**src/hdl/cobs_enc_pkg.sv**
```systemverilog
// Shared types and constants of the COBS frame encoder.
`default_nettype none
package cobs_enc_pkg;

   localparam int ADDR_W       = 13;
   localparam int BYTE_W       = 8;
   localparam int MAX_PAYLOAD  = 4096;
   localparam logic [BYTE_W-1:0] RUN_FULL  = 8'hFF;
   localparam logic [BYTE_W-1:0] RUN_START = 8'h01;

   localparam int QUEUE_DEPTH  = 4;
   localparam int QUEUE_PTR_W  = $clog2(QUEUE_DEPTH);
   localparam int QUEUE_FILL_W = $clog2(QUEUE_DEPTH + 1);

   typedef struct packed {
      logic              write_enable;
      logic [ADDR_W-1:0] write_address;
      logic [BYTE_W-1:0] write_value;
      logic              frame_done;
      logic [ADDR_W-1:0] encoded_length;
      logic              overflow;
   } result_type;

   // One accepted byte, already worked out into one or two results.
   typedef struct packed {
      logic       two_results;
      result_type first;
      result_type second;
   } entry_type;

   typedef struct packed {
      logic full;
      logic empty;
   } queue_status_type;

endpackage
`default_nettype wire

```
**src/hdl/cobs_enc_if.sv**
```systemverilog
// Valid/ready channel interfaces for the byte input and the write results.
`default_nettype none
interface cobs_enc_req_if;
   logic                             valid;
   logic                             ready;
   logic [cobs_enc_pkg::BYTE_W-1:0] data_byte;
   logic                             frame_end;

   modport source (output valid, output data_byte, output frame_end, input ready);
   modport sink   (input valid, input data_byte, input frame_end, output ready);
endinterface

interface cobs_enc_rsp_if;
   logic                             valid;
   logic                             ready;
   logic                             write_enable;
   logic [cobs_enc_pkg::ADDR_W-1:0] write_address;
   logic [cobs_enc_pkg::BYTE_W-1:0] write_value;
   logic                             frame_done;
   logic [cobs_enc_pkg::ADDR_W-1:0] encoded_length;
   logic                             overflow;

   modport source (output valid, output write_enable, output write_address,
                   output write_value, output frame_done, output encoded_length,
                   output overflow, input ready);
   modport sink   (input valid, input write_enable, input write_address,
                   input write_value, input frame_done, input encoded_length,
                   input overflow, output ready);
endinterface
`default_nettype wire

```
**src/hdl/cobs_enc_front.sv**
```systemverilog
// Front end: accepts payload bytes, keeps the encoder state and forms result entries.
`default_nettype none
module cobs_enc_front (
   input  wire logic                           clock,
   input  wire logic                           reset,
   cobs_enc_req_if.sink                        req,
   input  wire cobs_enc_pkg::queue_status_type queue_status,
   output logic                                push_valid,
   output cobs_enc_pkg::entry_type             push_entry
);
   import cobs_enc_pkg::*;

   logic [ADDR_W-1:0] next_addr_ff, next_addr_in;
   logic [ADDR_W-1:0] slot_addr_ff, slot_addr_in;
   logic [BYTE_W-1:0] run_code_ff, run_code_in;
   logic [ADDR_W-1:0] count_ff, count_in;

   logic              accept;
   logic              over;
   logic              nonzero;
   logic [1:0]        num;
   result_type        res0;
   result_type        res1;
   result_type        code_res;

   function automatic result_type make_write(input logic [ADDR_W-1:0] addr,
                                             input logic [BYTE_W-1:0] value,
                                             input logic              ovf);
      result_type r;
      r                = '0;
      r.write_enable   = 1'b1;
      r.write_address  = addr;
      r.write_value    = value;
      r.overflow       = ovf;
      return r;
   endfunction

   assign req.ready = !reset && !queue_status.full;
   assign accept    = req.valid && req.ready;

   always_comb begin
      next_addr_in = next_addr_ff;
      slot_addr_in = slot_addr_ff;
      run_code_in  = run_code_ff;
      count_in     = count_ff;
      num          = 2'd0;
      res0         = '0;
      res1         = '0;
      code_res     = '0;
      over         = (count_ff >= ADDR_W'(MAX_PAYLOAD));
      nonzero      = (req.data_byte != '0);

      if (!over) begin
         count_in = count_ff + ADDR_W'(1);
         if (nonzero) begin
            res0         = make_write(next_addr_in, req.data_byte, 1'b0);
            num          = 2'd1;
            next_addr_in = next_addr_in + ADDR_W'(1);
            run_code_in  = run_code_in + BYTE_W'(1);
         end
         // A zero byte or a full run closes the block at its code slot.
         if (!nonzero || run_code_in == RUN_FULL) begin
            code_res = make_write(slot_addr_in, run_code_in, 1'b0);
            if (num == 2'd0) begin
               res0 = code_res;
            end else begin
               res1 = code_res;
            end
            num          = num + 2'd1;
            run_code_in  = RUN_START;
            slot_addr_in = next_addr_in;
            if (!nonzero || !req.frame_end) begin
               next_addr_in = next_addr_in + ADDR_W'(1);
            end
         end
      end else if (!req.frame_end) begin
         res0          = '0;
         res0.overflow = 1'b1;
         num           = 2'd1;
      end

      if (req.frame_end) begin
         // The pending code is stored only when its slot is below the running address.
         if (slot_addr_in < next_addr_in && num != 2'd2) begin
            code_res = make_write(slot_addr_in, run_code_in, over);
            if (num == 2'd0) begin
               res0 = code_res;
            end else begin
               res1 = code_res;
            end
            num = num + 2'd1;
         end
         if (num == 2'd0) begin
            res0          = '0;
            res0.overflow = over;
            num           = 2'd1;
         end
         if (num == 2'd2) begin
            res1.frame_done     = 1'b1;
            res1.encoded_length = next_addr_in;
         end else begin
            res0.frame_done     = 1'b1;
            res0.encoded_length = next_addr_in;
         end
         next_addr_in = ADDR_W'(1);
         slot_addr_in = '0;
         run_code_in  = RUN_START;
         count_in     = '0;
      end
   end

   assign push_valid             = accept;
   assign push_entry.two_results = (num == 2'd2);
   assign push_entry.first       = res0;
   assign push_entry.second      = res1;

   always_ff @(posedge clock) begin
      if (reset) begin
         next_addr_ff <= ADDR_W'(1);
         slot_addr_ff <= '0;
         run_code_ff  <= RUN_START;
         count_ff     <= '0;
      end else if (accept) begin
         next_addr_ff <= next_addr_in;
         slot_addr_ff <= slot_addr_in;
         run_code_ff  <= run_code_in;
         count_ff     <= count_in;
      end
   end

endmodule
`default_nettype wire

```
**src/hdl/cobs_enc_queue.sv**
```systemverilog
// Short queue of result entries between the front end and the output stage.
`default_nettype none
module cobs_enc_queue (
   input  wire logic                      clock,
   input  wire logic                      reset,
   input  wire logic                      push_valid,
   input  wire cobs_enc_pkg::entry_type   push_entry,
   input  wire logic                      pop,
   output cobs_enc_pkg::entry_type        head_entry,
   output cobs_enc_pkg::queue_status_type status
);
   import cobs_enc_pkg::*;

   entry_type               slots [QUEUE_DEPTH];
   logic [QUEUE_PTR_W-1:0]  wr_ptr_ff, wr_ptr_in;
   logic [QUEUE_PTR_W-1:0]  rd_ptr_ff, rd_ptr_in;
   logic [QUEUE_FILL_W-1:0] fill_ff, fill_in;
   logic                    do_push;
   logic                    do_pop;

   assign status.full  = (fill_ff == QUEUE_FILL_W'(QUEUE_DEPTH));
   assign status.empty = (fill_ff == '0);
   assign do_push      = push_valid && !status.full;
   assign do_pop       = pop && !status.empty;
   assign head_entry   = slots[rd_ptr_ff];

   always_comb begin
      wr_ptr_in = wr_ptr_ff;
      rd_ptr_in = rd_ptr_ff;
      fill_in   = fill_ff;
      if (do_push) begin
         wr_ptr_in = (wr_ptr_ff == QUEUE_PTR_W'(QUEUE_DEPTH - 1)) ? '0
                     : wr_ptr_ff + QUEUE_PTR_W'(1);
      end
      if (do_pop) begin
         rd_ptr_in = (rd_ptr_ff == QUEUE_PTR_W'(QUEUE_DEPTH - 1)) ? '0
                     : rd_ptr_ff + QUEUE_PTR_W'(1);
      end
      if (do_push && !do_pop) begin
         fill_in = fill_ff + QUEUE_FILL_W'(1);
      end else if (do_pop && !do_push) begin
         fill_in = fill_ff - QUEUE_FILL_W'(1);
      end
   end

   always_ff @(posedge clock) begin
      if (do_push) begin
         slots[wr_ptr_ff] <= push_entry;
      end
   end

   always_ff @(posedge clock) begin
      if (reset) begin
         wr_ptr_ff <= '0;
         rd_ptr_ff <= '0;
         fill_ff   <= '0;
      end else begin
         wr_ptr_ff <= wr_ptr_in;
         rd_ptr_ff <= rd_ptr_in;
         fill_ff   <= fill_in;
      end
   end

endmodule
`default_nettype wire

```
**src/hdl/cobs_enc_back.sv**
```systemverilog
// Output stage: splits queued entries into single results and drives the result channel.
`default_nettype none
module cobs_enc_back (
   input  wire logic                           clock,
   input  wire logic                           reset,
   input  wire cobs_enc_pkg::entry_type        head_entry,
   input  wire cobs_enc_pkg::queue_status_type queue_status,
   output logic                                pop,
   cobs_enc_rsp_if.source                      rsp
);
   import cobs_enc_pkg::*;

   result_type out_ff, out_in;
   logic       out_valid_ff, out_valid_in;
   result_type pend_ff, pend_in;
   logic       pend_valid_ff, pend_valid_in;
   logic       load;

   // The output register can take a new result when it is empty or being transferred.
   assign load = !out_valid_ff || rsp.ready;
   assign pop  = load && !pend_valid_ff && !queue_status.empty;

   always_comb begin
      out_in        = out_ff;
      out_valid_in  = out_valid_ff;
      pend_in       = pend_ff;
      pend_valid_in = pend_valid_ff;
      if (load) begin
         if (pend_valid_ff) begin
            out_in        = pend_ff;
            out_valid_in  = 1'b1;
            pend_valid_in = 1'b0;
         end else if (!queue_status.empty) begin
            out_in        = head_entry.first;
            out_valid_in  = 1'b1;
            pend_in       = head_entry.second;
            pend_valid_in = head_entry.two_results;
         end else begin
            out_valid_in = 1'b0;
         end
      end
   end

   always_ff @(posedge clock) begin
      if (reset) begin
         out_valid_ff  <= 1'b0;
         pend_valid_ff <= 1'b0;
      end else begin
         out_valid_ff  <= out_valid_in;
         pend_valid_ff <= pend_valid_in;
      end
      out_ff  <= out_in;
      pend_ff <= pend_in;
   end

   assign rsp.valid          = out_valid_ff;
   assign rsp.write_enable   = out_ff.write_enable;
   assign rsp.write_address  = out_ff.write_address;
   assign rsp.write_value    = out_ff.write_value;
   assign rsp.frame_done     = out_ff.frame_done;
   assign rsp.encoded_length = out_ff.encoded_length;
   assign rsp.overflow       = out_ff.overflow;

endmodule
`default_nettype wire

```
**src/hdl/cobs_frame_encoder_top.sv**
```systemverilog
// COBS frame encoder: payload bytes in, buffer writes and frame lengths out.
//
// The req channel carries one payload byte per transfer, with frame_end set
// on the last byte of a frame. The rsp channel carries buffer writes as
// address/value pairs; the last result of a frame has frame_done set and
// encoded_length holding the total encoded size. Bytes past the frame
// capacity are dropped and their results carry overflow.
// A byte gives one or two results. The first result of a byte passes through
// the queue and the output register before it is valid on rsp. The front end
// takes one byte per cycle while the four-entry queue has room; the output
// stage sends one result per cycle while rsp.ready is high, so a byte that gives
// two results sends them one after the other, and a run of such bytes is
// limited by the output register, not by the front end.
// Reset clears the queue and the output stage and starts a fresh frame at
// address one with its code slot at address zero. When the receiver stalls,
// the output holds its result, the queue fills and req.ready then drops
// until space frees up.
`default_nettype none
module cobs_frame_encoder_top (
   input  wire logic      clock,
   input  wire logic      reset,
   cobs_enc_req_if.sink   req,
   cobs_enc_rsp_if.source rsp
);
   import cobs_enc_pkg::*;

   logic             push_valid;
   entry_type        push_entry;
   entry_type        head_entry;
   queue_status_type queue_status;
   logic             pop;

   cobs_enc_front u_front (
      .clock        (clock),
      .reset        (reset),
      .req          (req),
      .queue_status (queue_status),
      .push_valid   (push_valid),
      .push_entry   (push_entry)
   );

   cobs_enc_queue u_queue (
      .clock      (clock),
      .reset      (reset),
      .push_valid (push_valid),
      .push_entry (push_entry),
      .pop        (pop),
      .head_entry (head_entry),
      .status     (queue_status)
   );

   cobs_enc_back u_back (
      .clock        (clock),
      .reset        (reset),
      .head_entry   (head_entry),
      .queue_status (queue_status),
      .pop          (pop),
      .rsp          (rsp)
   );

endmodule
`default_nettype wire

```
**src/flat_wrapper.sv**
```systemverilog
// flat-port wrapper written by rule: the top's interface ports become plain ports
module cobs_frame_encoder_top_flat import cobs_enc_pkg::*;
  (clock, reset, req_valid, req_data_byte, req_frame_end, req_ready, rsp_valid, rsp_write_enable, rsp_write_address, rsp_write_value, rsp_frame_done, rsp_encoded_length, rsp_overflow, rsp_ready);
  cobs_enc_req_if req_i ();
  cobs_enc_rsp_if rsp_i ();
  input  wire logic clock;
  input  wire logic reset;
  input wire logic [$bits(req_i.valid)-1:0] req_valid;
  input wire logic [$bits(req_i.data_byte)-1:0] req_data_byte;
  input wire logic [$bits(req_i.frame_end)-1:0] req_frame_end;
  output wire logic [$bits(req_i.ready)-1:0] req_ready;
  output wire logic [$bits(rsp_i.valid)-1:0] rsp_valid;
  output wire logic [$bits(rsp_i.write_enable)-1:0] rsp_write_enable;
  output wire logic [$bits(rsp_i.write_address)-1:0] rsp_write_address;
  output wire logic [$bits(rsp_i.write_value)-1:0] rsp_write_value;
  output wire logic [$bits(rsp_i.frame_done)-1:0] rsp_frame_done;
  output wire logic [$bits(rsp_i.encoded_length)-1:0] rsp_encoded_length;
  output wire logic [$bits(rsp_i.overflow)-1:0] rsp_overflow;
  input wire logic [$bits(rsp_i.ready)-1:0] rsp_ready;
  assign req_i.valid = req_valid;
  assign req_i.data_byte = req_data_byte;
  assign req_i.frame_end = req_frame_end;
  assign req_ready = req_i.ready;
  assign rsp_valid = rsp_i.valid;
  assign rsp_write_enable = rsp_i.write_enable;
  assign rsp_write_address = rsp_i.write_address;
  assign rsp_write_value = rsp_i.write_value;
  assign rsp_frame_done = rsp_i.frame_done;
  assign rsp_encoded_length = rsp_i.encoded_length;
  assign rsp_overflow = rsp_i.overflow;
  assign rsp_i.ready = rsp_ready;
  cobs_frame_encoder_top u_core (.clock(clock), .reset(reset), .req(req_i), .rsp(rsp_i));
endmodule
```
**config.mk**
```make
export PLATFORM = sky130hd
export DESIGN_NAME = cobs_frame_encoder_top_flat
export DESIGN_NICKNAME = d
export VERILOG_FILES = /design/src/hdl/cobs_enc_pkg.sv /design/src/hdl/cobs_enc_if.sv /design/src/hdl/cobs_enc_front.sv /design/src/hdl/cobs_enc_queue.sv /design/src/hdl/cobs_enc_back.sv /design/src/hdl/cobs_frame_encoder_top.sv /design/src/flat_wrapper.sv
export SDC_FILE = /design/constraint.sdc
export NUM_CORES = 1
export LEC_CHECK = 0
export BUFFER_PORTS_ARGS = -buffer_cell sky130_fd_sc_hd__buf_2
export CAP_MARGIN = 40
export CORE_UTILIZATION = 25
export CTS_CLUSTER_SIZE = 14
export DETAILED_ROUTE_END_ITERATION = 12
export GPL_TIMING_DRIVEN = 0
export MAX_ROUTING_LAYER = met4
export PLACE_DENSITY = 0.48
export RECOVER_POWER = 25
export SYNTH_ARGS = -nofsm -noshare
export SYNTH_HDL_FRONTEND = slang
export SYNTH_SLANG_ARGS = --single-unit
export TNS_END_PERCENT = 30
```
**constraint.sdc**
```tcl
create_clock -name clock -period 8.3 [get_ports clock]
set_input_delay 1.66 -clock clock [delete_from_list [all_inputs] [get_ports clock]]
set_output_delay 1.66 -clock clock [all_outputs]
set_load 0.01 [all_outputs]
```
Yosys cells after proc, flatten, opt, wreduce, memory -nomap -nowiden
Memories as Yosys holds them, arrays and structs flattened. A register that Yosys moved wholly into a read port is not among the register bits. Cells that the tools add are included.

Input bits: 13. Memories kept: 1. Output and inout bits: 39. Flip-flop bits (word level): 130. Bits in writable memories: 300. Logic and storage cells: 132.

Memory list: u_core.u_queue.slots (depth 4, bits a word 75, rd ports 1, clocked after Yosys merged registers in 1, wr ports 1, RTL line cobs_enc_queue.sv:14) `entry_type slots [QUEUE_DEPTH];`.

Multiplexer cells: 57. Bitwise logic cells: 2. Equality and inequality tests: 9. Reductions and logical operators: 30. Order comparisons: 2. Add/sub/neg operators: 10.

Operators by type and width (number): 37-bit two-way mux (16); 13-bit two-way mux (11); 8-bit two-way mux (5); 13-bit by 1-bit adder with 13-bit output, second input constant (3); 14-bit two-way mux (2); 2-bit two-way mux (12); 13-bit >= comparator, second input constant (1); 13-bit less-than comparator (1); 1-bit logical AND (9); 1-bit logical NOT (9); 1-bit two-way mux (9); 2-bit by 1-bit adder with 2-bit output, second input constant (4); 8-bit by 1-bit adder with 8-bit output, second input constant (1); 2-bit equality test, second input constant (4); 8-bit equality test, second input constant (1); 8-bit nonzero test (1); 2-bit logical NOT (3); 3-bit two-way mux (2); 2-bit inequality test, second input constant (2); 2-bit AND reduction (2); 3-bit by 1-bit adder with 3-bit output, second input constant (1); 3-bit equality test, second input constant (1); 3-bit logical NOT (1); 1-bit logical OR (3); other kinds (5) (6).

Logic depth before layout (Yosys ltp)
Word-level depth: 17. Mapped depth: 21.

Hierarchy
A second synthesis with hierarchy kept.

Cells, all modules: 1247. Area, all modules: 19018.2 µm².

By module, submodules not included: cobs_enc_queue (cells an instance 441, area an instance 11320.9 µm², times used 1, sequential area each 9188.8 µm²); cobs_enc_front (cells an instance 678, area an instance 4931.0 µm², times used 1, sequential area each 940.9 µm²); cobs_enc_back (cells an instance 128, area an instance 2766.4 µm², times used 1, sequential area each 2262.2 µm²).

Worst setup path before layout
OpenSTA, ideal clock, no wires.

Path type: input to register. Start point: input req_data_byte[3]. End point: memory u_core.u_queue.slots[0][63] in the netlist's numbering, data pin. Buffers on the path: 2. Arrival: 6.786 ns. Data required time: 8.023 ns. Stages on the path: 20. Slack: 1.237 ns. Cells stage by stage: or4_4 -> nor2_4 -> inv_2 -> buf_1 -> ha_1 -> a211o_1 -> nor3_4 -> a21oi_1 -> o41a_1 -> or3_1 -> and2_1 -> ha_1 -> nand4_1 -> nor4_1 -> o311ai_0 -> nor4_2 -> nor3_4 -> o31ai_1 -> clkbuf_1 -> nor2_1.

RTL lines: start: declaration (RTL line flat_wrapper.sv:9) `input wire logic [$bits(req_i.data_byte)-1:0] req_data_byte;`; end: declaration (RTL line cobs_enc_queue.sv:14).

==> out/qor.yml <==
clock_network:
  tritoncts.num_buffers: 49
  worst_skew_pair.late_latency_ps: 580
  cts-htree-levels: 2
  clock-root-buffer: "clkbuf_16"
  cts.reportedPaths.clkPinSlew_ps: 60
  clk_path_buf_depth: 3
  clock_sinks: 432
  tritoncts: "done"
  cts_hold_buf: 0
layout:
  final_cell_count_no_fill: 2364
  final_nets: 1407
  finish.instance_area_um2: 22000
  layout.cells.most_common_list: "edfxtp_1 (374), clkbuf_1 (112), nor2_1 (92), nand2_1 (85), mux4_2 (75)"
  layout.cells.most_common: "edfxtp_1"
  postLayoutCoreUtil_pct: 30.0
  fillerInstances: 7290
  post_route_cells_drive_above_1_share_pct: 18.7
  layout-area-overhead-vs-synth_pct: 18.4
timing:
  achievable-frequency_mhz: 125
  tightestPinTransition_ps: 1710
  hold_violations: 0
  min_period_ps: 7980
  worst_clock_skew_ps: 22.3
  grt_setup_unrepaired: "no"
  finalWorstSetupSlack_ps: 325
  timing.final.max_slew_violations: 40
  finalSetupTns_ps: 0
  maxSlewHeadroom_pct: -14.6
  timing.final.crit_share_pct: 96.1
  hold_ws_ps: 475
  setup_violations: 0
floorplanning:
  die_w_um: 275
  ports_placed_on_the_boundary: 52
  fp.dieH_um: 275
  fp.coreArea_um2: 73200
  rows: 99
  overall_die_area_um2: 75400
  floorplan.initialDensity_pct: 25.4
logic_synthesis:
  synthArstFlopShare_pct: 0
  synth_top_family_by_area: "multiplexers"
  synth_compound_gate_area_share_pct: 6.79
  count_of_flip_flops_with_a_built_in_enable_after_synthesis: 374
  synth-seq-cells: 432
  post_synth_instance_area_um2: 18600
  number_of_distinct_library_cell_variants_in_the_gate_level_netlist_after_synthesis: 79
  number_of_standard_cells_after_synthesis: 1231
  muxShareOfSynthArea_pct: 12.9
  synth_sequential_area_ratio_pct: 66.7
  synth.area.top_cells: "edfxtp_1 (60%), mux4_2 (9.1%), dfxtp_1 (6.2%)"
  synth_fa_ha_area_share_pct: 1.86
  synthFlopType: "edfxtp_1"
  post_synth_and_or_nand_nor_area_fraction_pct: 7.93
  yosysTopAreaCellShare_pct: 60.4
  post-synth-top-area-cell: "edfxtp_1"
  yosys_warnings: 0
  synth_xor_xnor_area_share_pct: 1.65
  syn-mean-instance-area_um2: 15.1
worst_setup_path:
  cp_common_cell: "nor4_2"
  regToRegSetupSlack_ps: 2130
  timing.rr.end: "u_core.u_queue.slots[2][35]"
  critical_path_required_ps: 8580
  critical_path_arrival_ps: 8260
  crit_slowest_cell: "or4_4"
  worstSetupEndpointType: "flip-flop"
  crit_path_max_incr_delay_ps: 620
  worstSetupPathType: "primary input to flip-flop"
  ff2ff_path_depth: 19
  critPathLaunchType: "primary input"
  rr_startpoint: "u_core.u_front.run_code_ff[0]"
  critical_path.max_fanout: 10
  critical_path.cell_chain: "buf_2, or4_4, nor2_4, inv_2, buf_1, ha_1, a211o_1, nor3_4, a21oi_1, o41a_1, or3_1, and2_1, ha_1, nand4_1, nor4_2, o311ai_0, nor4_2, buf_4, buf_4, nor4_4, buf_2, a21o_1, nor4_2"
worst_hold_path:
  number_of_cells_on_the_worst_hold_path: 1
  hold_path_end: "u_core.u_front.slot_addr_ff[12]"
  holdCritStartpoint: "u_core.u_front.slot_addr_ff[12]"
  hold_path.class: "flip-flop to flip-flop"
routing:
  via_per_inst: 4.67
  wire_per_inst_um: 21.1
  route.antenna.remaining_nets: 0
  dr_total_vias: 11038
  post-route-drc-count: 2
  first_pass_iters: 9
  totalWireLength_mm: 49.9
  drt_iter0_drc: 746
placement:
  placement.io_buffers: 51
  place_ws_ps: -857
  dp_hpwl_mm: 34.5
  place_inst: 2271
  placed_area_um2: 20400
  gp_routability_congestion: 0.875
power:
  power.total_mw: 6.35
  worst_ir_drop_vdd_mv: 0.120
  power_density_nw_per_um2: 289
  power.leakage_nw: 7.11
grt:
  grt_antenna_before_repair: 1
  groute.usage.overall_pct: 13.8
  wire_length_of_the_first_global_routing_pass_mm: 74.4
  grt_overflow: 0
  via_count_of_the_first_global_routing_pass: 11296
  maximum_number_of_pins_on_one_net_before_global_route_repair: 44
job:
  timing.max_cap.violations: 2
outcome:
  failed_checks: "DRC, capacitance limit, slew limit"
  outcome: "finished with violations"
[worst max path at each step]
stage / from / endpoint / slack, ps / cells after the start
6_report: req_data_byte[3] / u_core.u_queue.slots[3][52] / 320 / 23
5_1_grt: req_data_byte[3] / u_core.u_queue.slots[1][41] / 30 / 23
4_1_cts: req_data_byte[3] / u_core.u_queue.slots[2][54] / 10 / 21
3_5_place_dp: req_data_byte[3] / u_core.u_queue.slots[2][72] / -860 / 19
3_3_place_gp: rsp_ready / u_core.u_queue.fill_ff[2] / -1480 / 10
2_1_floorplan: req_data_byte[3] / u_core.u_queue.slots[0][63] / 1240 / 20
[cells in the mapped netlist, drive strengths merged (5+ instances only)]
master and number:
nand2 85, mux2i 15, and2 14, nand3 16, ha 26, a21o 6
o21ai 46, a22oi 5, clkbuf 44, or3 14, o31ai 6, mux2 49
a31oi 8, nand4 10, xnor2 20, nor2b 5, edfxtp 374, buf 29
inv 29, nor3 29, mux4 75, nor4 8, xor2 15, a21oi 71
nor2 94, a22o 14, dfxtp 58
[sequential cells by signal, indices dropped and copies added, names as in the netlist, 2 cells and up, named ones only]
signal and count:
u_core.u_front.next_addr_ff 13, u_core.u_back.rsp.write_address 13, u_core.u_front.slot_addr_ff 13, u_core.u_front.run_code_ff 8, u_core.u_front.count_ff 13, u_core.u_back.pend_ff 37
u_core.u_queue.rd_ptr_ff 2, u_core.u_back.rsp.encoded_length 13, u_core.u_queue.fill_ff 3, u_core.u_queue.wr_ptr_ff 2, u_core.u_back.rsp.write_value 8, u_core.u_queue.slots 300
[where the power goes]
group	switching [mW]	internal [mW]
clock network	0.879	1.33
registers	0.0979	2.80
logic	0.757	0.490
[metal layers]
layer  vias up  wire (um)  global-route usage, %
met5         -          0                      -
met3        88       2120                   2.17
li1       5043          -                      -
met4         0       1410                   4.33
met1      5661      22000                   17.6
met2       246      24400                   22.3
[repair_timing]
action / 4_1_cts / 5_1_grt
pin swaps: 0 / 2
setup endpoints to repair: 56 / 196
gates resized for setup: 5 / 9
cloned: 0 / 0
setup buffers: 0 / 4
[worst max-delay path: cells and delay by family]
kind	cells	cell delay [ps]
adders and majority gates	2	690
AOI/OAI and AO/OA	5	1500
and+or+nand+nor	10	3260
buffers and inverters	6	1140
[logic make-up after synthesis]
| kind of cell | count (synthesis) |
|---|---|
| xor+xnor | 35 |
| fa+ha+maj | 27 |
| mux | 139 |
| simple gates | 298 |
| compound gates | 196 |
| other cells | 1 |
| buf+inv | 103 |
| flops | 432 |
[area by class of cell]
class | count | area, um^2 | share of cell area, %
repair buffers | 82 | 494 | 2.25
diodes | 1 | 2.50 | 0.0114
clock buffers | 60 | 1300 | 5.90
clock inverters | 28 | 344 | 1.56
flip-flops and latches | 432 | 12400 | 56.3
multi-input cells | 699 | 5850 | 26.6
well taps | 959 | 1200 | 5.46
inverters | 30 | 113 | 0.512
plain buffers | 73 | 299 | 1.36
No activity file was read; power rests on OpenSTA's default activity.
